===== src/event_ring_interrupt_moderator_macros.svh =====
// assertion helpers for the event ring interrupt moderator
`ifndef EVENT_RING_INTERRUPT_MODERATOR_MACROS_SVH
`define EVENT_RING_INTERRUPT_MODERATOR_MACROS_SVH

// same-cycle implication, checked outside reset
`define ERIM_ASSERT_NOW(label, ante, cons) \
	label: assert property (@(posedge clk) disable iff (!arst_n) (ante) |-> (cons)) \
		else $error("erim: same-cycle check failed");

// next-cycle implication, checked outside reset
`define ERIM_ASSERT_NEXT(label, ante, cons) \
	label: assert property (@(posedge clk) disable iff (!arst_n) (ante) |=> (cons)) \
		else $error("erim: next-cycle check failed");

`endif


===== src/erim_pkg.sv =====
`default_nettype none
package erim_pkg;

	// ring geometry (depth is a power of two)
	localparam int RING_DEPTH = 256;
	localparam int PTR_W      = $clog2(RING_DEPTH);
	localparam int ENTRY_W    = 8;

	// field widths
	localparam int KIND_W    = 2;
	localparam int TYPE_W    = 4;
	localparam int PORT_W    = 4;
	localparam int COUNT_W   = 8;
	localparam int INDEX_W   = 8;
	localparam int POS_W     = 8;
	localparam int TIME_W    = 32;
	localparam int TMO_W     = 20;
	localparam int MASK_W    = 16;
	localparam int CFG_IDX_W = 4;
	localparam int CFG_DAT_W = 20;

	// moderation constants
	localparam logic [TIME_W-1:0] SHORT_DELAY = TIME_W'(1000);
	// timeout_us*192/10 = timeout_us*19 + timeout_us/5
	localparam logic [TIME_W-1:0] TICKS_INT   = TIME_W'(19);
	localparam logic [31:0]       RECIP5      = 32'hCCCC_CCCD;
	localparam int                RECIP5_SH   = 34;
	localparam int                DIVPROD_W   = TMO_W + 32;

	// item kinds
	localparam logic [KIND_W-1:0] KIND_POST    = 2'd0;
	localparam logic [KIND_W-1:0] KIND_RELEASE = 2'd1;
	localparam logic [KIND_W-1:0] KIND_TICK    = 2'd2;
	localparam logic [KIND_W-1:0] KIND_READ    = 2'd3;

	// register indexes
	localparam logic [CFG_IDX_W-1:0] REG_TIMEOUT_US  = 4'd0;
	localparam logic [CFG_IDX_W-1:0] REG_EVENT_MASK  = 4'd1;
	localparam logic [MASK_W-1:0]    MASK_RESET      = 16'hFFFF;

	// ring access request from the control logic
	typedef struct packed {
		logic               we;
		logic [PTR_W-1:0]   waddr;
		logic [ENTRY_W-1:0] wdata;
		logic               re;
		logic [PTR_W-1:0]   raddr;
	} ring_req_t;

	// registered result fields, entry data comes from the ring read port
	typedef struct packed {
		logic             irq_fire;
		logic             event_dropped;
		logic             event_masked;
		logic [PTR_W-1:0] fill;
		logic [PTR_W-1:0] rd_pos;
		logic [PTR_W-1:0] wr_pos;
		logic             rd_sel;
	} result_t;

endpackage
`default_nettype wire


===== src/erim_if.sv =====
`default_nettype none
// input item channel
interface erim_item_if;
	import erim_pkg::*;
	logic               valid;
	logic               ready;
	logic [KIND_W-1:0]  kind;
	logic [TYPE_W-1:0]  evt_code;
	logic [PORT_W-1:0]  port_number;
	logic [COUNT_W-1:0] release_count;
	logic [INDEX_W-1:0] entry_index;
	modport source(output valid, kind, evt_code, port_number, release_count, entry_index,
		input ready);
	modport sink(input valid, kind, evt_code, port_number, release_count, entry_index,
		output ready);
endinterface

// result item channel
interface erim_result_if;
	import erim_pkg::*;
	logic               valid;
	logic               ready;
	logic               irq_fire;
	logic               event_dropped;
	logic               event_masked;
	logic [POS_W-1:0]   fill_depth;
	logic [POS_W-1:0]   read_position;
	logic [POS_W-1:0]   write_position;
	logic [ENTRY_W-1:0] entry_data;
	modport source(output valid, irq_fire, event_dropped, event_masked, fill_depth,
		read_position, write_position, entry_data, input ready);
	modport sink(input valid, irq_fire, event_dropped, event_masked, fill_depth,
		read_position, write_position, entry_data, output ready);
endinterface

// register write channel
interface erim_cfg_if;
	import erim_pkg::*;
	logic                 valid;
	logic                 ready;
	logic [CFG_IDX_W-1:0] idx;
	logic [CFG_DAT_W-1:0] data;
	modport source(output valid, idx, data, input ready);
	modport sink(input valid, idx, data, output ready);
endinterface
`default_nettype wire


===== src/event_ring_interrupt_moderator.sv =====
// Event ring with interrupt moderation.
// item channel: post (kind 0) stores {evt_code, port_number} in the ring,
// release (kind 1) advances the read pointer, tick (kind 2) advances time and
// the moderation timer, read (kind 3) returns one ring slot.
// result channel: one result item per input item, with flags, both pointers,
// fill depth and, for reads, the slot content.
// cfg channel: index 0 timeout_us, index 1 event_enable_mask; always ready.
// The result is registered and valid in the cycle after acceptance; an item
// can be taken every cycle unless the result stalls or a cfg write settles.
// The ring is a 256 x 8 memory with a registered read port; a read issued at
// acceptance returns its data together with the result. The tick threshold is
// registered from timeout_us, so item ready is low the cycle after each write.
// Reset clears pointers, timer, time counters and the slot written flags, so
// every slot reads as zero until posted; there is no clearing pass.
// When the result receiver stalls, the result stays registered and the item
// channel stops accepting until the result is taken.
`default_nettype none
`include "event_ring_interrupt_moderator_macros.svh"
module event_ring_interrupt_moderator (
	input  logic          clk,
	input  logic          arst_n,
	erim_item_if.sink     item,
	erim_result_if.source result,
	erim_cfg_if.sink      cfg
);
	import erim_pkg::*;

	// registers
	logic [TMO_W-1:0]  timeout_q;
	logic [MASK_W-1:0] mask_q;
	logic [TIME_W-1:0] limit_q;
	logic              settle_q;
	logic [PTR_W-1:0]  wp_q, rp_q;
	logic              timer_on_q;
	logic [TIME_W-1:0] rem_q;
	logic [TIME_W-1:0] elapsed_q;
	result_t           res_q;
	logic              res_valid_q;

	// next state
	logic [PTR_W-1:0]  wp_d, rp_d;
	logic              timer_on_d;
	logic [TIME_W-1:0] rem_d, elapsed_d;
	result_t           res_d;

	logic                 acc, cfg_acc;
	logic                 type_en, full;
	logic [PTR_W-1:0]     wp_inc;
	logic [TIME_W:0]      gap;
	logic [TIME_W-1:0]    arm_val, rem_dec;
	logic                 tick_fire;
	logic [15:0]          rel_sum;
	logic [DIVPROD_W-1:0] div_prod;
	ring_req_t            ring_req;
	logic [ENTRY_W-1:0]   ring_data;

	assign cfg_acc    = cfg.valid && cfg.ready;
	assign cfg.ready  = 1'b1;
	assign item.ready = (!res_valid_q || result.ready) && !settle_q;
	assign acc        = item.valid && item.ready;

	// configuration registers
	always_ff @(posedge clk or negedge arst_n) begin
		if (!arst_n) begin
			timeout_q <= '0;
			mask_q    <= MASK_RESET;
			settle_q  <= 1'b0;
			limit_q   <= '0;
		end else begin
			settle_q <= cfg_acc;
			limit_q  <= TIME_W'(timeout_q) * TICKS_INT + TIME_W'(div_prod >> RECIP5_SH);
			if (cfg_acc) begin
				unique case (cfg.idx)
					REG_TIMEOUT_US: timeout_q <= cfg.data[TMO_W-1:0];
					REG_EVENT_MASK: mask_q    <= cfg.data[MASK_W-1:0];
					default: ;
				endcase
			end
		end
	end

	// timeout_us / 5 by reciprocal multiply
	assign div_prod = DIVPROD_W'(timeout_q) * DIVPROD_W'(RECIP5);

	// post, timer and pointer arithmetic
	assign type_en   = mask_q[item.evt_code];
	assign wp_inc    = wp_q + 1'b1;
	assign full      = (wp_inc == rp_q);
	assign gap       = {1'b0, limit_q} - {1'b0, elapsed_q};
	assign arm_val   = gap[TIME_W] ? SHORT_DELAY : gap[TIME_W-1:0];
	assign rem_dec   = (rem_q != '0) ? rem_q - 1'b1 : '0;
	assign tick_fire = timer_on_q && (rem_dec == '0);
	assign rel_sum   = 16'(rp_q) + 16'(item.release_count);

	always_comb begin
		wp_d       = wp_q;
		rp_d       = rp_q;
		timer_on_d = timer_on_q;
		rem_d      = rem_q;
		elapsed_d  = elapsed_q;
		res_d      = '0;
		case (item.kind)
			KIND_POST: begin
				if (!type_en) begin
					res_d.event_masked = 1'b1;
				end else if (full) begin
					res_d.event_dropped = 1'b1;
				end else begin
					wp_d = wp_inc;
					if (!timer_on_q) begin
						timer_on_d = 1'b1;
						rem_d      = arm_val;
					end
				end
			end
			KIND_RELEASE: begin
				rp_d = rel_sum[PTR_W-1:0];
			end
			KIND_TICK: begin
				elapsed_d = tick_fire ? '0 : elapsed_q + 1'b1;
				if (timer_on_q) begin
					rem_d = rem_dec;
				end
				if (tick_fire) begin
					res_d.irq_fire = 1'b1;
					timer_on_d     = 1'b0;
				end
			end
			default: begin
				res_d.rd_sel = 1'b1;
			end
		endcase
		res_d.fill   = wp_d - rp_d;
		res_d.rd_pos = rp_d;
		res_d.wr_pos = wp_d;
	end

	// ring access
	always_comb begin
		ring_req.we    = acc && (item.kind == KIND_POST) && type_en && !full;
		ring_req.waddr = wp_q;
		ring_req.wdata = {item.evt_code, item.port_number};
		ring_req.re    = acc && (item.kind == KIND_READ);
		ring_req.raddr = item.entry_index[PTR_W-1:0];
	end

	erim_ring u_ring (
		.clk     (clk),
		.arst_n  (arst_n),
		.req     (ring_req),
		.rd_data (ring_data)
	);

	// control state
	always_ff @(posedge clk or negedge arst_n) begin
		if (!arst_n) begin
			wp_q        <= '0;
			rp_q        <= '0;
			timer_on_q  <= 1'b0;
			rem_q       <= '0;
			elapsed_q   <= '0;
			res_valid_q <= 1'b0;
		end else begin
			if (acc) begin
				wp_q       <= wp_d;
				rp_q       <= rp_d;
				timer_on_q <= timer_on_d;
				rem_q      <= rem_d;
				elapsed_q  <= elapsed_d;
			end
			if (acc) begin
				res_valid_q <= 1'b1;
			end else if (result.ready) begin
				res_valid_q <= 1'b0;
			end
		end
	end

	// result register
	always_ff @(posedge clk) begin
		if (acc) begin
			res_q <= res_d;
		end
	end

	assign result.valid          = res_valid_q;
	assign result.irq_fire       = res_q.irq_fire;
	assign result.event_dropped  = res_q.event_dropped;
	assign result.event_masked   = res_q.event_masked;
	assign result.fill_depth     = POS_W'(res_q.fill);
	assign result.read_position  = POS_W'(res_q.rd_pos);
	assign result.write_position = POS_W'(res_q.wr_pos);
	assign result.entry_data     = res_q.rd_sel ? ring_data : '0;

	// checks
	`ERIM_ASSERT_NEXT(a_result_follows, acc, res_valid_q)
	`ERIM_ASSERT_NEXT(a_settle_blocks, cfg_acc, !item.ready)
	`ERIM_ASSERT_NEXT(a_fire_stops_timer, acc && (item.kind == KIND_TICK) && tick_fire, !timer_on_q && (elapsed_q == '0))
	`ERIM_ASSERT_NOW(a_no_write_on_read, ring_req.we, !ring_req.re)

endmodule
`default_nettype wire


===== src/erim_ring.sv =====
`default_nettype none
module erim_ring (
	input  logic                          clk,
	input  logic                          arst_n,
	input  erim_pkg::ring_req_t           req,
	output logic [erim_pkg::ENTRY_W-1:0]  rd_data
);
	import erim_pkg::*;

	logic [ENTRY_W-1:0]    mem [RING_DEPTH];
	logic [RING_DEPTH-1:0] vld_q;
	logic [ENTRY_W-1:0]    rdata_q;
	logic                  rvld_q;

	// ring storage, one write and one read port
	always_ff @(posedge clk) begin
		if (req.we) begin
			mem[req.waddr] <= req.wdata;
		end
		if (req.re) begin
			rdata_q <= mem[req.raddr];
		end
	end

	// written flags so untouched slots read as zero after reset
	always_ff @(posedge clk or negedge arst_n) begin
		if (!arst_n) begin
			vld_q  <= '0;
			rvld_q <= 1'b0;
		end else begin
			if (req.we) begin
				vld_q[req.waddr] <= 1'b1;
			end
			if (req.re) begin
				rvld_q <= vld_q[req.raddr];
			end
		end
	end

	assign rd_data = rvld_q ? rdata_q : '0;

endmodule
`default_nettype wire

===== src/flat_wrapper.sv =====
// flat-port wrapper written by rule: the top's interface ports become plain ports
module event_ring_interrupt_moderator_flat import erim_pkg::*;
  (clk, arst_n, item_valid, item_kind, item_evt_code, item_port_number, item_release_count, item_entry_index, item_ready, result_valid, result_irq_fire, result_event_dropped, result_event_masked, result_fill_depth, result_read_position, result_write_position, result_entry_data, result_ready, cfg_valid, cfg_idx, cfg_data, cfg_ready);
  erim_item_if item_i ();
  erim_result_if result_i ();
  erim_cfg_if cfg_i ();
  input  logic clk;
  input  logic arst_n;
  input wire logic [$bits(item_i.valid)-1:0] item_valid;
  input wire logic [$bits(item_i.kind)-1:0] item_kind;
  input wire logic [$bits(item_i.evt_code)-1:0] item_evt_code;
  input wire logic [$bits(item_i.port_number)-1:0] item_port_number;
  input wire logic [$bits(item_i.release_count)-1:0] item_release_count;
  input wire logic [$bits(item_i.entry_index)-1:0] item_entry_index;
  output wire logic [$bits(item_i.ready)-1:0] item_ready;
  output wire logic [$bits(result_i.valid)-1:0] result_valid;
  output wire logic [$bits(result_i.irq_fire)-1:0] result_irq_fire;
  output wire logic [$bits(result_i.event_dropped)-1:0] result_event_dropped;
  output wire logic [$bits(result_i.event_masked)-1:0] result_event_masked;
  output wire logic [$bits(result_i.fill_depth)-1:0] result_fill_depth;
  output wire logic [$bits(result_i.read_position)-1:0] result_read_position;
  output wire logic [$bits(result_i.write_position)-1:0] result_write_position;
  output wire logic [$bits(result_i.entry_data)-1:0] result_entry_data;
  input wire logic [$bits(result_i.ready)-1:0] result_ready;
  input wire logic [$bits(cfg_i.valid)-1:0] cfg_valid;
  input wire logic [$bits(cfg_i.idx)-1:0] cfg_idx;
  input wire logic [$bits(cfg_i.data)-1:0] cfg_data;
  output wire logic [$bits(cfg_i.ready)-1:0] cfg_ready;
  assign item_i.valid = item_valid;
  assign item_i.kind = item_kind;
  assign item_i.evt_code = item_evt_code;
  assign item_i.port_number = item_port_number;
  assign item_i.release_count = item_release_count;
  assign item_i.entry_index = item_entry_index;
  assign item_ready = item_i.ready;
  assign result_valid = result_i.valid;
  assign result_irq_fire = result_i.irq_fire;
  assign result_event_dropped = result_i.event_dropped;
  assign result_event_masked = result_i.event_masked;
  assign result_fill_depth = result_i.fill_depth;
  assign result_read_position = result_i.read_position;
  assign result_write_position = result_i.write_position;
  assign result_entry_data = result_i.entry_data;
  assign result_i.ready = result_ready;
  assign cfg_i.valid = cfg_valid;
  assign cfg_i.idx = cfg_idx;
  assign cfg_i.data = cfg_data;
  assign cfg_ready = cfg_i.ready;
  event_ring_interrupt_moderator u_core (.clk(clk), .arst_n(arst_n), .item(item_i), .result(result_i), .cfg(cfg_i));
endmodule

===== config.mk =====
export PLATFORM = sky130hd
export DESIGN_NAME = event_ring_interrupt_moderator_flat
export DESIGN_NICKNAME = d
export VERILOG_FILES = /design/src/erim_pkg.sv /design/src/erim_if.sv /design/src/event_ring_interrupt_moderator.sv /design/src/erim_ring.sv /design/src/flat_wrapper.sv
export VERILOG_INCLUDE_DIRS = /design/src /design/src/src
export SDC_FILE = /design/constraint.sdc
export NUM_CORES = 2
export LEC_CHECK = 0
export ABC_CLOCK_PERIOD_IN_PS = 19450
export BUFFER_PORTS_ARGS = -buffer_cell sky130_fd_sc_hd__buf_2
export CELL_PAD_IN_SITES_DETAIL_PLACEMENT = 1
export CELL_PAD_IN_SITES_GLOBAL_PLACEMENT = 2
export CORE_UTILIZATION = 42
export DETAILED_ROUTE_END_ITERATION = 7
export PLACE_DENSITY = 0.76
export SETUP_SLACK_MARGIN = 0.5
export SYNTH_ARGS = -nofsm -noshare
export SYNTH_HDL_FRONTEND = slang
export SYNTH_SLANG_ARGS = --single-unit

===== constraint.sdc =====
create_clock -name clk -period 19.45 [get_ports clk]
set_input_delay 0.9725 -clock clk [delete_from_list [all_inputs] [get_ports clk]]
set_output_delay 0.9725 -clock clk [all_outputs]
set_load 0.05 [all_outputs]

==> results.py <==
metrics = {
    "status": {
        "status": "finished clean",
    },
    "critical_path": {
        "crit_top_cell": "fa_1",
        "critPathMaxStageDelay_ns": 0.62,
        "cp_slowest_cell": "fa_1",
        "cp_max_fo": 7,
        "crit_path_start_kind": "flip-flop",
        "cp.arrival_ns": 11.49,
        "end_kind": "flip-flop",
        "path_class": "reg -> reg",
        "cp.required_ns": 20.22,
    },
    "worst_hold_path": {
        "hold_class": "in -> reg",
    },
    "clock_network": {
        "path_clk_slew_ns": 0.06,
        "cts_tree": "done",
        "post_cts_resized": 0,
        "cts_setup_buffers": 0,
        "clk_path_buf_depth": 4,
        "cts_hold_buf": 1,
        "clock_latency_ns": 0.93,
        "cts_root_buf": "clkbuf_16",
        "clock-sinks": 2485,
        "htreeDepth": 5,
        "numCtsBuffers": 276,
    },
    "timing": {
        "setup_viol": 0,
        "holdWs_ns": 0.273,
        "min_period_ns": 10.72,
        "relSlewSlack_pct": 23.1,
        "hold_viol": 0,
        "tightest_slew_ns": 1.15,
        "slew_violations": 0,
        "rsz0062_at_grt": "no",
        "fmax_mhz": 93.3,
        "fin_setup_tns_ns": 0,
        "skew_ns": 0.0747,
        "finalCritPeriodShare_pct": 55.1,
    },
    "synthesis": {
        "synthTopCellsByArea": "edfxtp_1, mux4_2, dfrtp_1",
        "async_reset_ff_share_pct": 16.1,
        "synth.yosys.seq_area_share_pct": 67.2,
        "avgSynthCellArea_um2": 18.5,
        "ys_warn_count": 0,
        "synthSimpleGateAreaFrac_pct": 4.71,
        "synth_top_area_share_pct": 57.9,
        "synth_compound_area_share_pct": 2.31,
        "synth_fa_ha_area_share_pct": 6.06,
        "yosysTopAreaCell": "edfxtp_1",
        "synth_area_um2": 108000,
        "synth-seq-cells": 2485,
        "synth_edf_count": 2084,
        "synth-main-ff-cell": "edfxtp_1",
        "synth.net_count": 6312,
        "ys_types": 88,
        "synth_cells": 5829,
        "synth_xor_area_share_pct": 1.04,
        "synthMuxAreaShare_pct": 16.3,
        "synth_top_family_by_area": "multiplexers",
    },
    "placed_design": {
        "gp_congestion": 0.816,
        "hpwl_um": 182000,
        "io_buffers": 91,
    },
    "floorplan": {
        "die_area_um2": 259000,
        "die_width_um": 509,
        "initial_core_util_pct": 42.4,
        "ios": 93,
        "core_um2": 255000,
        "die_y_um": 509,
        "rows": 185,
    },
    "drt": {
        "drc": 0,
        "drt_iter0_drc": 4874,
        "vias": 55200,
        "routedWlPerCell_um": 29.5,
        "ant_nets": 0,
        "drt-total-wl_um": 282000,
        "vias_per_cell": 5.77,
        "drt-pass1-iter-count": 7,
    },
    "cells_and_area": {
        "syn2layout_area_growth_pct": 11.9,
        "layout_common_cells": "edfxtp_1, mux4_2, dfrtp_1, nor2_1, inv_1",
        "drive_gt1_share_pct": 24.5,
        "layout_commonest_cell": "edfxtp_1",
        "nets": 6488,
    },
    "global_routing": {
        "antenna_found_initial": 13,
        "grt.busiest_layer": "met2",
        "grtUsageMet2_pct": 36.0,
        "grt_max_degree": 189,
        "grt_overflow": 0,
        "use_met1_pct": 31.1,
        "grt_pass1_wl_um": 416000,
        "grt_util_met3_pct": 3.23,
        "grt_usage_pct": 22.0,
        "grt_pass1_vias": 59200,
    },
    "flow_run": {
        "drv_cap": 0,
    },
}
## worst max-delay path, delay by kind of cell, from the launching register on
family,cells,cell delay (ns)
adders and majority gates,12,5.53
AOI/OAI and AO/OA,12,3.25
and+or+nand+nor,4,0.71
xor gates and xnor gates,1,0.21
DFF,1,0.56
buffers and inverters,4,0.34
## routing by layer
metal	share of wire, %	vias up
met4	2.3	8
met1	44	30000
met5	0.019	-
met2	49	1672
li1	-	23100
met3	5.4	362
## registers in the layout (all words and copies together) (netlist names), 16 cells and up
register             flops
u_core.elapsed_q        32
u_core.limit_q          25
u_core.mask_q           16
u_core.rem_q            32
u_core.timeout_q        20
u_core.u_ring.mem     2048
u_core.u_ring.vld_q    256
## through the flow
step	utilization (%)	cells	cell area, µm²	worst slack (ns)
after CTS	47.4	9574	121000	8.64
after floorplan	-	5829	108000	10.07
final	47.4	9576	121000	8.73
after detailed placement	44.0	9092	112000	8.67
after global placement	44.0	9092	112000	8.93
after global routing	47.4	9575	121000	8.01
## cell families after synthesis
| logic type | count (synthesis) |
|---|---|
| XOR/XNOR | 128 |
| adder cells (fa/ha/maj) | 428 |
| buffers and inverters | 612 |
| other | 1 |
| AO/OA/AOI/OAI | 384 |
| flip-flops | 2485 |
| AND/OR/NAND/NOR | 990 |
| multiplexers | 801 |
## cells in the mapped netlist (23+ instances only)
library cell     n
a21oi_1         85
nor3_1          31
o21ai_0        113
mux2_2          28
clkbuf_1       136
or2_2          101
or2_1          160
edfxtp_1      2084
nand4_1         23
nand3_1         32
a21o_1          40
xnor2_1         82
ha_1           269
fa_1           159
xor2_1          46
mux4_2         767
buf_4           44
buf_2           72
dfrtp_1        385
nor2_1         357
nand2_1        123
nand2b_1        24
inv_1          336
## worst paths after layout
| path | slack (ns) | cells after the start | from | end |
|---|---|---|---|---|
| worst max-delay path | 8.73 | 33 | u_core.timeout_q[12] | u_core.limit_q[24] |
| worst min-delay path | 0.27 | 1 | cfg_valid | u_core.settle_q |
| worst max register to register | 8.73 | 33 | u_core.timeout_q[12] | u_core.limit_q[24] |
| worst min register to register | 0.46 | 1 | u_core.u_ring.vld_q[102] | u_core.u_ring.vld_q[102] |
| max in group asynchronous | 15.76 | 5 | arst_n | u_core.u_ring.vld_q[138] |
| min in group asynchronous | 0.58 | 2 | arst_n | u_core.timeout_q[18] |
## area by class of cell
type / instances / area [µm²]
Tap cell: 3366 / 4210
Antenna cell: 2 / 5.00
Fill cell: 23600 / 134000
Sequential cell: 2485 / 72600
Inverter: 338 / 1270
Clock inverter: 114 / 1010
Multi-Input combinational cell: 2732 / 33000
Clock buffer: 367 / 7670
Timing Repair Buffer: 172 / 1210
Power is left out: the tool's default activity adds up to more than one toggle a clock period on the data nets, which glitch-free logic cannot reach.
